==> config.mk <==
export PLATFORM = sky130hd
export DESIGN_NAME = thermal_sensor_tracker_top
export DESIGN_NICKNAME = d
export VERILOG_FILES = /design/src/rtl/thst_pkg.sv /design/src/rtl/thst_alu.sv /design/src/rtl/thst_div10.sv /design/src/rtl/thermal_sensor_tracker_top.sv
export SDC_FILE = /design/constraint.sdc
export NUM_CORES = 2
export LEC_CHECK = 0
export ABC_AREA = 1
export BUFFER_PORTS_ARGS = -buffer_cell sky130_fd_sc_hd__buf_2
export CAP_MARGIN = 20
export CORE_ASPECT_RATIO = 1.75
export CORE_UTILIZATION = 45
export CTS_CLUSTER_SIZE = 28
export DETAILED_ROUTE_END_ITERATION = 16
export PLACE_DENSITY = 0.64
export SKIP_CTS_REPAIR_TIMING = 1
export SYNTH_ARGS = -nofsm -noshare
export SYNTH_HDL_FRONTEND = slang
export SYNTH_HIERARCHICAL = 1
export SYNTH_SLANG_ARGS = --single-unit
==> constraint.sdc <==
create_clock -name clock -period 10.5 [get_ports clock]
set_clock_uncertainty 0.1 [all_clocks]
set_input_delay 1.05 -clock clock [delete_from_list [all_inputs] [get_ports clock]]
set_output_delay 1.05 -clock clock [all_outputs]
set_load 0.05 [all_outputs]
==> src/rtl/thst_pkg.sv <==
// Shared types and constants of the thermal sensor tracker.
// Used by every module under rtl/; depends on nothing else.
`timescale 1ns / 1ps
`default_nettype none

package thst_pkg;

   // Field widths
   localparam int IDX_W   = 2;
   localparam int TEMP_W  = 18;
   localparam int TREND_W = 19;
   localparam int TICK_W  = 16;
   localparam int TIME_W  = 48;
   localparam int OVR_W   = 2;

   // Sensors
   localparam int SLOT_COUNT          = 4;
   localparam int NUM_SENSORS_DEFAULT = 4;

   // Shared add/subtract unit
   localparam int ALU_W = TIME_W;

   // Divide by ten through a reciprocal: x < 2^22, q = (x * RECIP) >> RECIP_SHIFT
   localparam int X_W         = 22;
   localparam int RECIP_SHIFT = 25;
   localparam logic [X_W-1:0] RECIP = X_W'(((1 << RECIP_SHIFT) + 9) / 10);
   localparam int PROD_W      = 2 * X_W;

   // Level margins below each sensor limit
   localparam logic [TEMP_W-1:0] WARN_MARGIN = TEMP_W'(10000);
   localparam logic [TEMP_W-1:0] CRIT_MARGIN = TEMP_W'(5000);

   // Configuration register indexes
   localparam int CSR_IDX_W  = 3;
   localparam int CSR_DATA_W = 18;
   localparam logic [CSR_IDX_W-1:0] CSR_TICK      = 3'd0;
   localparam logic [CSR_IDX_W-1:0] CSR_CRIT_LVL  = 3'd1;
   localparam logic [CSR_IDX_W-1:0] CSR_THROT_LVL = 3'd2;
   localparam logic [CSR_IDX_W-1:0] CSR_WARN_LVL  = 3'd3;
   localparam logic [CSR_IDX_W-1:0] CSR_LIMIT_0   = 3'd4;
   localparam logic [CSR_IDX_W-1:0] CSR_LIMIT_1   = 3'd5;
   localparam logic [CSR_IDX_W-1:0] CSR_LIMIT_2   = 3'd6;
   localparam logic [CSR_IDX_W-1:0] CSR_LIMIT_3   = 3'd7;

   // Configuration reset values
   localparam logic [TICK_W-1:0] TICK_RESET      = TICK_W'(5000);
   localparam logic [TEMP_W-1:0] CRIT_LVL_RESET  = TEMP_W'(85000);
   localparam logic [TEMP_W-1:0] THROT_LVL_RESET = TEMP_W'(80000);
   localparam logic [TEMP_W-1:0] WARN_LVL_RESET  = TEMP_W'(75000);
   localparam logic [TEMP_W-1:0] LIMIT_RESET [SLOT_COUNT] =
      '{TEMP_W'(85000), TEMP_W'(80000), TEMP_W'(60000), TEMP_W'(45000)};

   // Overall state codes
   localparam logic [OVR_W-1:0] OVR_NORMAL   = 2'd0;
   localparam logic [OVR_W-1:0] OVR_WARM     = 2'd1;
   localparam logic [OVR_W-1:0] OVR_HOT      = 2'd2;
   localparam logic [OVR_W-1:0] OVR_CRITICAL = 2'd3;

   // Stream widths
   localparam int REQ_TDATA_W = 24;
   localparam int RSP_TDATA_W = 192;
   localparam int RSP_USED_W  = TREND_W + 4 * TEMP_W + 2 * TIME_W + 1 + OVR_W;

   // One operation for the shared unit: a + b, or a - b when sub is set
   typedef struct packed {
      logic              sub;
      logic [ALU_W-1:0]  a;
      logic [ALU_W-1:0]  b;
   } alu_req_type;

endpackage

`default_nettype wire

==> src/rtl/thst_alu.sv <==
// Shared add/subtract unit of the thermal sensor tracker.
// Depends on thst_pkg (alu_req_type, ALU_W).
`timescale 1ns / 1ps
`default_nettype none

module thst_alu (
   input  thst_pkg::alu_req_type        op,
   output logic [thst_pkg::ALU_W-1:0]   res,
   output logic                         flag
);
   import thst_pkg::*;

   logic [ALU_W:0] sum;

   // flag is the carry out on add, the borrow (a < b) on subtract
   always_comb begin
      sum  = {1'b0, op.a} + (op.sub ? ~{1'b0, op.b} : {1'b0, op.b}) + (ALU_W+1)'(op.sub);
      res  = sum[ALU_W-1:0];
      flag = sum[ALU_W];
   end

endmodule

`default_nettype wire

==> src/rtl/thst_div10.sv <==
// Divide-by-ten for the running average: registered reciprocal multiply.
// Depends on thst_pkg (X_W, RECIP, RECIP_SHIFT). Quotient valid the cycle after x.
`timescale 1ns / 1ps
`default_nettype none

module thst_div10 (
   input  logic                          clock,
   input  logic [thst_pkg::X_W-1:0]      x,
   output logic [thst_pkg::TEMP_W-1:0]   q
);
   import thst_pkg::*;

   logic [PROD_W-1:0] prod_ff;
   logic [PROD_W-1:0] prod_in;

   assign prod_in = PROD_W'(x) * PROD_W'(RECIP);

   always_ff @(posedge clock) begin
      prod_ff <= prod_in;
   end

   // x stays below 2^22, so the truncated product is exact
   assign q = prod_ff[RECIP_SHIFT +: TEMP_W];

endmodule

`default_nettype wire

==> src/rtl/thermal_sensor_tracker_top.sv <==
// Thermal sensor tracker top: config registers, per-sensor stores, sequencer, result register.
// Depends on thst_pkg, thst_alu, thst_div10.
//
//   channel   dir  tvalid/tready handshake payload
//   req_*     in   tuser: sensor id, tdata: temperature
//   rsp_*     out  tuser: updated, tdata: statistics and overall state
//   csr_*     in   write enable, register index, write data (no handshake)
//
// A valid reading runs the per-sensor steps, commit, sensor walk and level checks;
// a zero reading (or unknown sensor) goes straight to the walk. One add/subtract
// unit does every subtract, compare and saturating add in turn.
// req_tready is high only while idle; it stays high with a result waiting.
// A finished item waits in its last step until the result register is free.
// Reset is synchronous and clears all sensor statistics at once.
`timescale 1ns / 1ps
`default_nettype none

module thermal_sensor_tracker_top #(
   parameter int NUM_SENSORS = thst_pkg::NUM_SENSORS_DEFAULT
) (
   input  logic                                 clock,
   input  logic                                 reset,
   input  logic                                 req_tvalid,
   output logic                                 req_tready,
   input  logic [thst_pkg::REQ_TDATA_W-1:0]     req_tdata,   // [17:0] temperature
   input  logic [thst_pkg::IDX_W-1:0]           req_tuser,   // [1:0] sensor id
   output logic                                 rsp_tvalid,
   input  logic                                 rsp_tready,
   // [18:0] trend, [36:19] velocity, [54:37] acceleration, [72:55] peak_temp,
   // [90:73] average_temp, [138:91] warn_time, [186:139] crit_time,
   // [187] sensor_critical, [189:188] overall_state
   output logic [thst_pkg::RSP_TDATA_W-1:0]     rsp_tdata,
   output logic                                 rsp_tuser,   // [0] updated
   input  logic                                 csr_we,
   input  logic [thst_pkg::CSR_IDX_W-1:0]       csr_index,
   input  logic [thst_pkg::CSR_DATA_W-1:0]      csr_wdata
);
   import thst_pkg::*;

   localparam int SIDX_W = (NUM_SENSORS > 1) ? $clog2(NUM_SENSORS) : 1;
   localparam int CNT_W  = IDX_W + 1;

   localparam int ST_W = 5;
   localparam logic [ST_W-1:0] ST_IDLE  = 5'd0;
   localparam logic [ST_W-1:0] ST_TREND = 5'd1;
   localparam logic [ST_W-1:0] ST_VEL   = 5'd2;
   localparam logic [ST_W-1:0] ST_ACC   = 5'd3;
   localparam logic [ST_W-1:0] ST_ACC2  = 5'd4;
   localparam logic [ST_W-1:0] ST_PEAK  = 5'd5;
   localparam logic [ST_W-1:0] ST_AVG9  = 5'd6;
   localparam logic [ST_W-1:0] ST_AVGX  = 5'd7;
   localparam logic [ST_W-1:0] ST_WLVL  = 5'd8;
   localparam logic [ST_W-1:0] ST_CLVL  = 5'd9;
   localparam logic [ST_W-1:0] ST_WTIME = 5'd10;
   localparam logic [ST_W-1:0] ST_CTIME = 5'd11;
   localparam logic [ST_W-1:0] ST_COMMIT = 5'd12;
   localparam logic [ST_W-1:0] ST_WMAX  = 5'd13;
   localparam logic [ST_W-1:0] ST_WWARN = 5'd14;
   localparam logic [ST_W-1:0] ST_LCRIT = 5'd15;
   localparam logic [ST_W-1:0] ST_LHOT  = 5'd16;
   localparam logic [ST_W-1:0] ST_LWARN = 5'd17;
   localparam logic [ST_W-1:0] ST_DONE  = 5'd18;

   // Configuration
   logic [TICK_W-1:0] tick_ff, tick_in;
   logic [TEMP_W-1:0] crit_lvl_ff, crit_lvl_in;
   logic [TEMP_W-1:0] throt_lvl_ff, throt_lvl_in;
   logic [TEMP_W-1:0] warn_lvl_ff, warn_lvl_in;
   logic [TEMP_W-1:0] limit_ff [SLOT_COUNT];
   logic [TEMP_W-1:0] limit_in [SLOT_COUNT];

   // Per-sensor statistics; the stored velocity doubles as the prior velocity
   logic [TEMP_W-1:0]  last_ff  [NUM_SENSORS];
   logic [TEMP_W-1:0]  last_in  [NUM_SENSORS];
   logic [TREND_W-1:0] trend_ff [NUM_SENSORS];
   logic [TREND_W-1:0] trend_in [NUM_SENSORS];
   logic [TEMP_W-1:0]  vel_ff   [NUM_SENSORS];
   logic [TEMP_W-1:0]  vel_in   [NUM_SENSORS];
   logic [TEMP_W-1:0]  acc_ff   [NUM_SENSORS];
   logic [TEMP_W-1:0]  acc_in   [NUM_SENSORS];
   logic [TEMP_W-1:0]  peak_ff  [NUM_SENSORS];
   logic [TEMP_W-1:0]  peak_in  [NUM_SENSORS];
   logic [TEMP_W-1:0]  avg_ff   [NUM_SENSORS];
   logic [TEMP_W-1:0]  avg_in   [NUM_SENSORS];
   logic [TIME_W-1:0]  wtime_ff [NUM_SENSORS];
   logic [TIME_W-1:0]  wtime_in [NUM_SENSORS];
   logic [TIME_W-1:0]  ctime_ff [NUM_SENSORS];
   logic [TIME_W-1:0]  ctime_in [NUM_SENSORS];
   logic               cflag_ff [NUM_SENSORS];
   logic               cflag_in [NUM_SENSORS];

   // Sequencer and working registers
   logic [ST_W-1:0]    state_ff, state_in;
   logic [IDX_W-1:0]   idx_ff, idx_in;
   logic [TEMP_W-1:0]  temp_ff, temp_in;
   logic               prev_nz_ff, prev_nz_in;
   logic [TREND_W-1:0] trend_w_ff, trend_w_in;
   logic [TEMP_W-1:0]  vel_w_ff, vel_w_in;
   logic               acc_neg_ff, acc_neg_in;
   logic [TEMP_W-1:0]  acc_w_ff, acc_w_in;
   logic [TEMP_W-1:0]  peak_w_ff, peak_w_in;
   logic [X_W-1:0]     x_ff, x_in;
   logic               warn_hit_ff, warn_hit_in;
   logic               crit_hit_ff, crit_hit_in;
   logic [TIME_W-1:0]  wtime_w_ff, wtime_w_in;
   logic [TIME_W-1:0]  ctime_w_ff, ctime_w_in;
   logic [SIDX_W-1:0]  walk_ff, walk_in;
   logic [TEMP_W-1:0]  hottest_ff, hottest_in;
   logic               any_crit_ff, any_crit_in;
   logic               any_warn_ff, any_warn_in;
   logic               ge_crit_ff, ge_crit_in;
   logic               ge_hot_ff, ge_hot_in;
   logic               ge_warn_ff, ge_warn_in;
   // The item was a valid reading if the sensor's stores were committed; kept
   // as a flag so zero readings report zeros in the per-sensor fields.
   logic               item_ok_ff, item_ok_in;

   // Result register
   logic                   rsp_valid_ff, rsp_valid_in;
   logic [RSP_TDATA_W-1:0] rsp_data_ff, rsp_data_in;
   logic                   rsp_user_ff, rsp_user_in;

   // Shared unit and divider
   alu_req_type        alu_op;
   logic [ALU_W-1:0]   alu_res;
   logic               alu_flag;
   logic [TEMP_W-1:0]  avg_q;

   // Stores are read at one address: the walk counter or the item's sensor
   logic               walking;
   logic [SIDX_W-1:0]  sel;
   logic [IDX_W-1:0]   lim_sel;
   logic [TEMP_W-1:0]  last_rd, vel_rd, peak_rd, avg_rd, lim_rd;
   logic [TIME_W-1:0]  wtime_rd, ctime_rd;
   logic               cflag_rd;
   logic               item_ok;
   logic               out_free;
   logic [OVR_W-1:0]   overall;

   thst_alu u_alu (
      .op   (alu_op),
      .res  (alu_res),
      .flag (alu_flag)
   );

   thst_div10 u_div10 (
      .clock (clock),
      .x     (x_ff),
      .q     (avg_q)
   );

   assign walking = (state_ff == ST_WMAX) || (state_ff == ST_WWARN);
   assign sel     = walking ? walk_ff : idx_ff[SIDX_W-1:0];
   assign lim_sel = walking ? IDX_W'(walk_ff) : idx_ff;

   assign last_rd  = last_ff[sel];
   assign vel_rd   = vel_ff[sel];
   assign peak_rd  = peak_ff[sel];
   assign avg_rd   = avg_ff[sel];
   assign wtime_rd = wtime_ff[sel];
   assign ctime_rd = ctime_ff[sel];
   assign cflag_rd = cflag_ff[sel];
   assign lim_rd   = limit_ff[lim_sel];

   assign item_ok  = (req_tdata[TEMP_W-1:0] != '0) &&
                     (CNT_W'(req_tuser) < CNT_W'(NUM_SENSORS));
   assign out_free = !rsp_valid_ff || rsp_tready;

   assign item_ok_in = (state_ff == ST_IDLE && req_tvalid) ? item_ok : item_ok_ff;

   assign req_tready = (state_ff == ST_IDLE);
   assign rsp_tvalid = rsp_valid_ff;
   assign rsp_tdata  = rsp_data_ff;
   assign rsp_tuser  = rsp_user_ff;

   always_comb begin
      if (any_crit_ff || ge_crit_ff) begin
         overall = OVR_CRITICAL;
      end else if (ge_hot_ff) begin
         overall = OVR_HOT;
      end else if (any_warn_ff || ge_warn_ff) begin
         overall = OVR_WARM;
      end else begin
         overall = OVR_NORMAL;
      end
   end

   // Configuration writes
   always_comb begin
      tick_in      = tick_ff;
      crit_lvl_in  = crit_lvl_ff;
      throt_lvl_in = throt_lvl_ff;
      warn_lvl_in  = warn_lvl_ff;
      limit_in     = limit_ff;
      if (csr_we) begin
         case (csr_index)
            CSR_TICK:      tick_in      = csr_wdata[TICK_W-1:0];
            CSR_CRIT_LVL:  crit_lvl_in  = csr_wdata[TEMP_W-1:0];
            CSR_THROT_LVL: throt_lvl_in = csr_wdata[TEMP_W-1:0];
            CSR_WARN_LVL:  warn_lvl_in  = csr_wdata[TEMP_W-1:0];
            CSR_LIMIT_0, CSR_LIMIT_1, CSR_LIMIT_2, CSR_LIMIT_3: begin
               limit_in[csr_index[IDX_W-1:0]] = csr_wdata[TEMP_W-1:0];
            end
            default: ;
         endcase
      end
   end

   // Shared unit operand selection
   always_comb begin
      alu_op = '0;
      case (state_ff)
         ST_TREND: begin
            alu_op.sub = 1'b1;
            alu_op.a   = ALU_W'(temp_ff);
            alu_op.b   = ALU_W'(last_rd);
         end
         ST_VEL: begin
            alu_op.sub = 1'b1;
            alu_op.a   = trend_w_ff[TREND_W-1] ? ALU_W'(last_rd) : ALU_W'(temp_ff);
            alu_op.b   = trend_w_ff[TREND_W-1] ? ALU_W'(temp_ff) : ALU_W'(last_rd);
         end
         ST_ACC: begin
            alu_op.sub = 1'b1;
            alu_op.a   = ALU_W'(vel_w_ff);
            alu_op.b   = ALU_W'(vel_rd);
         end
         ST_ACC2: begin
            alu_op.sub = 1'b1;
            alu_op.a   = acc_neg_ff ? ALU_W'(vel_rd) : ALU_W'(vel_w_ff);
            alu_op.b   = acc_neg_ff ? ALU_W'(vel_w_ff) : ALU_W'(vel_rd);
         end
         ST_PEAK: begin
            alu_op.sub = 1'b1;
            alu_op.a   = ALU_W'(peak_rd);
            alu_op.b   = ALU_W'(temp_ff);
         end
         ST_AVG9: begin
            alu_op.a = ALU_W'({avg_rd, 3'b000});
            alu_op.b = ALU_W'(avg_rd);
         end
         ST_AVGX: begin
            alu_op.a = ALU_W'(x_ff);
            alu_op.b = ALU_W'(temp_ff);
         end
         // t >= limit - margin, written as t + margin >= limit (no underflow)
         ST_WLVL: begin
            alu_op.sub = 1'b1;
            alu_op.a   = ALU_W'(temp_ff) + ALU_W'(WARN_MARGIN);
            alu_op.b   = ALU_W'(lim_rd);
         end
         ST_CLVL: begin
            alu_op.sub = 1'b1;
            alu_op.a   = ALU_W'(temp_ff) + ALU_W'(CRIT_MARGIN);
            alu_op.b   = ALU_W'(lim_rd);
         end
         ST_WTIME: begin
            alu_op.a = wtime_rd;
            alu_op.b = ALU_W'(tick_ff);
         end
         ST_CTIME: begin
            alu_op.a = ctime_rd;
            alu_op.b = ALU_W'(tick_ff);
         end
         ST_WMAX: begin
            alu_op.sub = 1'b1;
            alu_op.a   = ALU_W'(last_rd);
            alu_op.b   = ALU_W'(hottest_ff);
         end
         ST_WWARN: begin
            alu_op.sub = 1'b1;
            alu_op.a   = ALU_W'(last_rd) + ALU_W'(WARN_MARGIN);
            alu_op.b   = ALU_W'(lim_rd);
         end
         ST_LCRIT: begin
            alu_op.sub = 1'b1;
            alu_op.a   = ALU_W'(hottest_ff);
            alu_op.b   = ALU_W'(crit_lvl_ff);
         end
         ST_LHOT: begin
            alu_op.sub = 1'b1;
            alu_op.a   = ALU_W'(hottest_ff);
            alu_op.b   = ALU_W'(throt_lvl_ff);
         end
         ST_LWARN: begin
            alu_op.sub = 1'b1;
            alu_op.a   = ALU_W'(hottest_ff);
            alu_op.b   = ALU_W'(warn_lvl_ff);
         end
         default: ;
      endcase
   end

   // Sequencer
   always_comb begin
      state_in    = state_ff;
      idx_in      = idx_ff;
      temp_in     = temp_ff;
      prev_nz_in  = prev_nz_ff;
      trend_w_in  = trend_w_ff;
      vel_w_in    = vel_w_ff;
      acc_neg_in  = acc_neg_ff;
      acc_w_in    = acc_w_ff;
      peak_w_in   = peak_w_ff;
      x_in        = x_ff;
      warn_hit_in = warn_hit_ff;
      crit_hit_in = crit_hit_ff;
      wtime_w_in  = wtime_w_ff;
      ctime_w_in  = ctime_w_ff;
      walk_in     = walk_ff;
      hottest_in  = hottest_ff;
      any_crit_in = any_crit_ff;
      any_warn_in = any_warn_ff;
      ge_crit_in  = ge_crit_ff;
      ge_hot_in   = ge_hot_ff;
      ge_warn_in  = ge_warn_ff;
      rsp_valid_in = rsp_valid_ff && !rsp_tready;
      rsp_data_in  = rsp_data_ff;
      rsp_user_in  = rsp_user_ff;

      last_in  = last_ff;
      trend_in = trend_ff;
      vel_in   = vel_ff;
      acc_in   = acc_ff;
      peak_in  = peak_ff;
      avg_in   = avg_ff;
      wtime_in = wtime_ff;
      ctime_in = ctime_ff;
      cflag_in = cflag_ff;

      case (state_ff)
         ST_IDLE: begin
            if (req_tvalid) begin
               idx_in      = req_tuser;
               temp_in     = req_tdata[TEMP_W-1:0];
               walk_in     = '0;
               hottest_in  = '0;
               any_crit_in = 1'b0;
               any_warn_in = 1'b0;
               state_in    = item_ok ? ST_TREND : ST_WMAX;
            end
         end
         ST_TREND: begin
            prev_nz_in = (last_rd != '0);
            trend_w_in = alu_res[TREND_W-1:0];
            state_in   = ST_VEL;
         end
         ST_VEL: begin
            vel_w_in = alu_res[TEMP_W-1:0];
            state_in = ST_ACC;
         end
         ST_ACC: begin
            acc_neg_in = alu_flag;
            state_in   = ST_ACC2;
         end
         ST_ACC2: begin
            acc_w_in = alu_res[TEMP_W-1:0];
            state_in = ST_PEAK;
         end
         ST_PEAK: begin
            peak_w_in = alu_flag ? temp_ff : peak_rd;
            state_in  = ST_AVG9;
         end
         ST_AVG9: begin
            x_in     = alu_res[X_W-1:0];
            state_in = ST_AVGX;
         end
         ST_AVGX: begin
            x_in     = alu_res[X_W-1:0];
            state_in = ST_WLVL;
         end
         ST_WLVL: begin
            warn_hit_in = !alu_flag;
            state_in    = ST_CLVL;
         end
         ST_CLVL: begin
            crit_hit_in = !alu_flag;
            state_in    = ST_WTIME;
         end
         ST_WTIME: begin
            wtime_w_in = alu_flag ? '1 : alu_res;
            state_in   = ST_CTIME;
         end
         ST_CTIME: begin
            ctime_w_in = alu_flag ? '1 : alu_res;
            state_in   = ST_COMMIT;
         end
         ST_COMMIT: begin
            last_in[sel] = temp_ff;
            if (prev_nz_ff) begin
               trend_in[sel] = trend_w_ff;
               vel_in[sel]   = vel_w_ff;
               acc_in[sel]   = acc_w_ff;
            end
            peak_in[sel] = peak_w_ff;
            avg_in[sel]  = (avg_rd == '0) ? temp_ff : avg_q;
            if (warn_hit_ff) begin
               wtime_in[sel] = wtime_w_ff;
            end
            if (crit_hit_ff) begin
               ctime_in[sel] = ctime_w_ff;
            end
            cflag_in[sel] = crit_hit_ff;
            state_in      = ST_WMAX;
         end
         ST_WMAX: begin
            if (!alu_flag) begin
               hottest_in = last_rd;
            end
            if (cflag_rd) begin
               any_crit_in = 1'b1;
            end
            state_in = ST_WWARN;
         end
         ST_WWARN: begin
            // flagged sensors and sensors never read do not count as warm
            if (!alu_flag && (last_rd != '0) && !cflag_rd) begin
               any_warn_in = 1'b1;
            end
            if (walk_ff == SIDX_W'(NUM_SENSORS - 1)) begin
               state_in = ST_LCRIT;
            end else begin
               walk_in  = walk_ff + 1'b1;
               state_in = ST_WMAX;
            end
         end
         ST_LCRIT: begin
            ge_crit_in = !alu_flag;
            state_in   = ST_LHOT;
         end
         ST_LHOT: begin
            ge_hot_in = !alu_flag;
            state_in  = ST_LWARN;
         end
         ST_LWARN: begin
            ge_warn_in = !alu_flag;
            state_in   = ST_DONE;
         end
         ST_DONE: begin
            if (out_free) begin
               rsp_valid_in = 1'b1;
               rsp_user_in  = item_ok_ff;
               state_in     = ST_IDLE;
               if (item_ok_ff) begin
                  rsp_data_in = RSP_TDATA_W'({overall, cflag_rd, ctime_rd, wtime_rd,
                                              avg_rd, peak_rd, acc_ff[sel], vel_rd,
                                              trend_ff[sel]});
               end else begin
                  rsp_data_in = RSP_TDATA_W'({overall, {(RSP_USED_W - OVR_W){1'b0}}});
               end
            end
         end
         default: state_in = ST_IDLE;
      endcase
   end

   always_ff @(posedge clock) begin
      if (reset) begin
         state_ff     <= ST_IDLE;
         rsp_valid_ff <= 1'b0;
         item_ok_ff   <= 1'b0;
         tick_ff      <= TICK_RESET;
         crit_lvl_ff  <= CRIT_LVL_RESET;
         throt_lvl_ff <= THROT_LVL_RESET;
         warn_lvl_ff  <= WARN_LVL_RESET;
         for (int i = 0; i < SLOT_COUNT; i++) begin
            limit_ff[i] <= LIMIT_RESET[i];
         end
         for (int s = 0; s < NUM_SENSORS; s++) begin
            last_ff[s]  <= '0;
            trend_ff[s] <= '0;
            vel_ff[s]   <= '0;
            acc_ff[s]   <= '0;
            peak_ff[s]  <= '0;
            avg_ff[s]   <= '0;
            wtime_ff[s] <= '0;
            ctime_ff[s] <= '0;
            cflag_ff[s] <= 1'b0;
         end
      end else begin
         state_ff     <= state_in;
         rsp_valid_ff <= rsp_valid_in;
         item_ok_ff   <= item_ok_in;
         tick_ff      <= tick_in;
         crit_lvl_ff  <= crit_lvl_in;
         throt_lvl_ff <= throt_lvl_in;
         warn_lvl_ff  <= warn_lvl_in;
         limit_ff     <= limit_in;
         last_ff      <= last_in;
         trend_ff     <= trend_in;
         vel_ff       <= vel_in;
         acc_ff       <= acc_in;
         peak_ff      <= peak_in;
         avg_ff       <= avg_in;
         wtime_ff     <= wtime_in;
         ctime_ff     <= ctime_in;
         cflag_ff     <= cflag_in;
      end
   end

   always_ff @(posedge clock) begin
      idx_ff      <= idx_in;
      temp_ff     <= temp_in;
      prev_nz_ff  <= prev_nz_in;
      trend_w_ff  <= trend_w_in;
      vel_w_ff    <= vel_w_in;
      acc_neg_ff  <= acc_neg_in;
      acc_w_ff    <= acc_w_in;
      peak_w_ff   <= peak_w_in;
      x_ff        <= x_in;
      warn_hit_ff <= warn_hit_in;
      crit_hit_ff <= crit_hit_in;
      wtime_w_ff  <= wtime_w_in;
      ctime_w_ff  <= ctime_w_in;
      walk_ff     <= walk_in;
      hottest_ff  <= hottest_in;
      any_crit_ff <= any_crit_in;
      any_warn_ff <= any_warn_in;
      ge_crit_ff  <= ge_crit_in;
      ge_hot_ff   <= ge_hot_in;
      ge_warn_ff  <= ge_warn_in;
      rsp_data_ff <= rsp_data_in;
      rsp_user_ff <= rsp_user_in;
   end

endmodule

`default_nettype wire

==> summary.md <==
| Metric | Value |
|---|---|
| Top Ports | `247` |
| Max-slew headroom | `14.6%` |
| Post-synth top area cell | `dfxtp_1` |
| Pwr Density | `215 nW/um^2` |
| Iter 0 DRT Violations | `7004` |
| Via count | `65375` |
| Synth warn | `6` |
| Area growth, synth to finish | `10.7%` |
| CTS root buf | `clkbuf_16` |
| CP required | `10.94 ns` |
| Yosys reg bits | `1422` |
| Clock sinks | `1422` |
| Wl on met1 | `104000 um` |
| Critical path depth | `31` |
| Fmax | `0.123 GHz` |
| CP bufs+invs | `6` |
| Routed wl met3 | `21300 um` |
| Vias per cell | `5.90` |
| Final Max Slew Viols | `0` |
| Pin slew with the least headroom to its limit | `1.28 ns` |
| Largest net degree at the start of global routing | `205` |
| Max layer used | `met5` |
| Worst-path maximum fanout | `54` |
| FFs w/ async S/R, synth | `0%` |
| Slowest cell on the critical path | `inv_6` |
| H-tree depth | `4` |
| Post-synth cell types | `67` |
| Row cnt | `193` |
| Final ANT Viol Nets | `0` |
| Layout cells sized above 1 | `9.09%` |
| Setup Total Neg Slack | `0 ns` |
| Die Wd | `304 um` |
| Nature of the critical path endpoint | `register` |
| Number of synthesized flops with an enable pin | `431` |
| WS Path Type | `register to register` |
| All-Layer GR Usage | `36.5%` |
| DRC violations left | `0` |
| Chip Height | `530 um` |
| HP Class | `input pin to register` |
| RSZ-0062 raised after global routing | `no` |
| HPWL Detailed | `210000 um` |
| Total wire length | `300000 um` |
| Max incr delay on CP | `0.75 ns` |
| Hold Path Depth | `1` |
| Syn_area_per_cell | `8.08 sq um` |
| Ys flop type | `dfxtp_1` |
| R2R cell count | `31` |
| Largest cells by area after synthesis | `dfxtp_1 (28%), edfxtp_1 (18%), nand2_1 (7.4%), nor2_1 (5.9%), a21oi_1 (5.3%)` |
| Nets | `9374` |
| Die area | `161000 sq um` |
| Outcome | `finished clean` |
| Minimum clock period after layout | `8.13 ns` |
| CTS clk-pin slew, worst paths | `0.07 ns` |
| Cell Area, Synth | `71800 sq um` |
| Fin crit share | `77.4%` |
| Setup slack, reg-to-reg | `2.37 ns` |
| Most instantiated library cell after synthesis | `nand2_1` |
| Core area | `158000 sq um` |
| FILL cells | `15224` |
| TritonCTS Buffers | `141` |
| Most Frequent Cell on Critical Path | `nand2_1` |
| Port Buffers | `238` |
| Final Setup Violations | `0` |
| Initial antenna violation count | `24` |
| Syn Inst Count | `8879` |
| Pleak | `32.5 nW` |
| Final worst hold slack | `0.293 ns` |
| MaxCap Viol Count | `0` |
| VDD IR-drop max | `224 uV` |
| GP Congestion | `1.06` |
| Fin. Hold Viols | `0` |
| Routed WL per cell | `27.1 um` |
| Bufs on Longest Clock Path | `4` |
| Startpoint types | `register` |
| Wire length on met2 | `143000 um` |
| Post-synth top area share | `27.6%` |
| Top cells by count, synth | `nand2_1 (1413), nor2_1 (1133), dfxtp_1 (991), inv_1 (967), a21oi_1 (766)` |
| Pre-Repair DR Iteration Count | `6` |
| Overflow after GRT | `0` |
| Seq/Total Area, Yosys | `45.7%` |
| Clock Latency Late Sink | `0.85 ns` |
| First-pass GRT wire length | `429000 um` |
| Initial core utilization | `45.4%` |
| Number of global-route vias before repair | `62578` |
| CP arrival | `8.57 ns` |
| CTS tree | `built` |
| CP delay by family, top | `simple AND/OR/NAND/NOR gates` |
layout by cell type (no fill, tap or decap), drive strengths merged, types with 13 or more instances in the layout:
master | synthesis | final
a22o | 16 | 16
edfxtp | 431 | 431
o221ai | 23 | 23
o22ai | 88 | 88
nor3 | 47 | 47
or2 | 52 | 52
o2111ai | 16 | 16
nand4 | 46 | 46
fa | 155 | 155
diode | 0 | 20
nor2 | 1175 | 1175
dfxtp | 991 | 991
buf | 99 | 367
a21oi | 767 | 767
clkbuf | 411 | 199
nand3 | 513 | 513
o211ai | 33 | 33
a221oi | 85 | 85
o21a | 59 | 59
o21ai | 811 | 811
xor2 | 78 | 78
xnor2 | 13 | 13
a22oi | 163 | 163
clkinv | 12 | 40
conb | 1 | 32
ha | 257 | 257
nand2 | 1458 | 1458
inv | 998 | 1007
power breakdown:
group          internal, mW  total (mW)  switching [mW]
clock network          2.81        5.05            2.24
registers              6.16        6.35           0.191
logic                  1.42        5.67            4.25
total                  10.4        17.1            6.69
metrics by stage:
step / worst slack (ns) / power, mW / cells / util (%) / instance area (sq um)
finish: 2.37 / 17.1 / 11079 / 50.2 / 79500
global route: 1.87 / 17.5 / 11068 / 50.2 / 79500
CTS: 2.54 / 17.0 / 11057 / 50.2 / 79400
detailed placement: 2.57 / 12.0 / 10812 / 47.4 / 75000
global placement: 2.64 / 11.9 / 10810 / 47.4 / 74900
floorplan: 0.674 / 9.32 / 8910 / - / 71900
cell families (layout without fill, tap and decap cells):
logic type / Yosys count / in the layout / synth area share [%]
simple gates: 3319 / 3319 / 19.5
compound gates: 2114 / 2114 / 16.7
buf+inv: 1520 / 1622 / 8.12
flops: 1422 / 1422 / 45.7
fa+ha+maj: 412 / 412 / 8.80
xor+xnor: 91 / 91 / 1.11
other cells: 1 / 52 / 0.00522
path summary, 6_finish.rpt:
path | from | endpoint
setup / recovery | state_ff[1] | peak_w_ff[8]
hold / removal | req_tuser[0] | idx_ff[0]
setup reg to reg | state_ff[1] | peak_w_ff[8]
hold reg to reg | ctime_ff[79] | ctime_ff[79]
worst reg2reg max path, delay by kind of cell, from the launching register on:
family	cells	cell delay, ns
AOI/OAI and AO/OA	3	0.54
adders and majority gates	1	0.34
buffers and inverters	6	2.52
DFF	1	0.46
and+or+nand+nor	21	3.86
cell type report:
| type | count | area, sq um | share of cell area (%) |
|---|---|---|---|
| Multi-Input combinational cell | 5968 | 33500 | 42.2 |
| Clock buffer | 199 | 4100 | 5.15 |
| Clock inverter | 46 | 355 | 0.447 |
| Inverter | 1010 | 3810 | 4.80 |
| Timing Repair Buffer | 367 | 2280 | 2.87 |
| Tap cell | 2047 | 2560 | 3.22 |
| Sequential cell | 1422 | 32800 | 41.2 |
| Antenna cell | 20 | 50.0 | 0.0630 |
state kept, by name, indices dropped and copies added (netlist names), 72 cells and up:
| name | flops |
|---|---|
| ctime_ff | 192 |
| wtime_ff | 192 |
| rsp_tdata | 190 |
| trend_ff | 76 |
| acc_ff | 72 |
| avg_ff | 72 |
| last_ff | 72 |
| limit_ff | 72 |
| peak_ff | 72 |
| vel_ff | 72 |
layer usage:
metal / GRT usage [%] / vias up
met3: 5.46 / 1059
met1: 39.5 / 31281
met4: 34.6 / 14
met5: 0 / -
li1: - / 29553
met2: 61.4 / 3468
No activity file was read; power rests on OpenSTA's default activity.
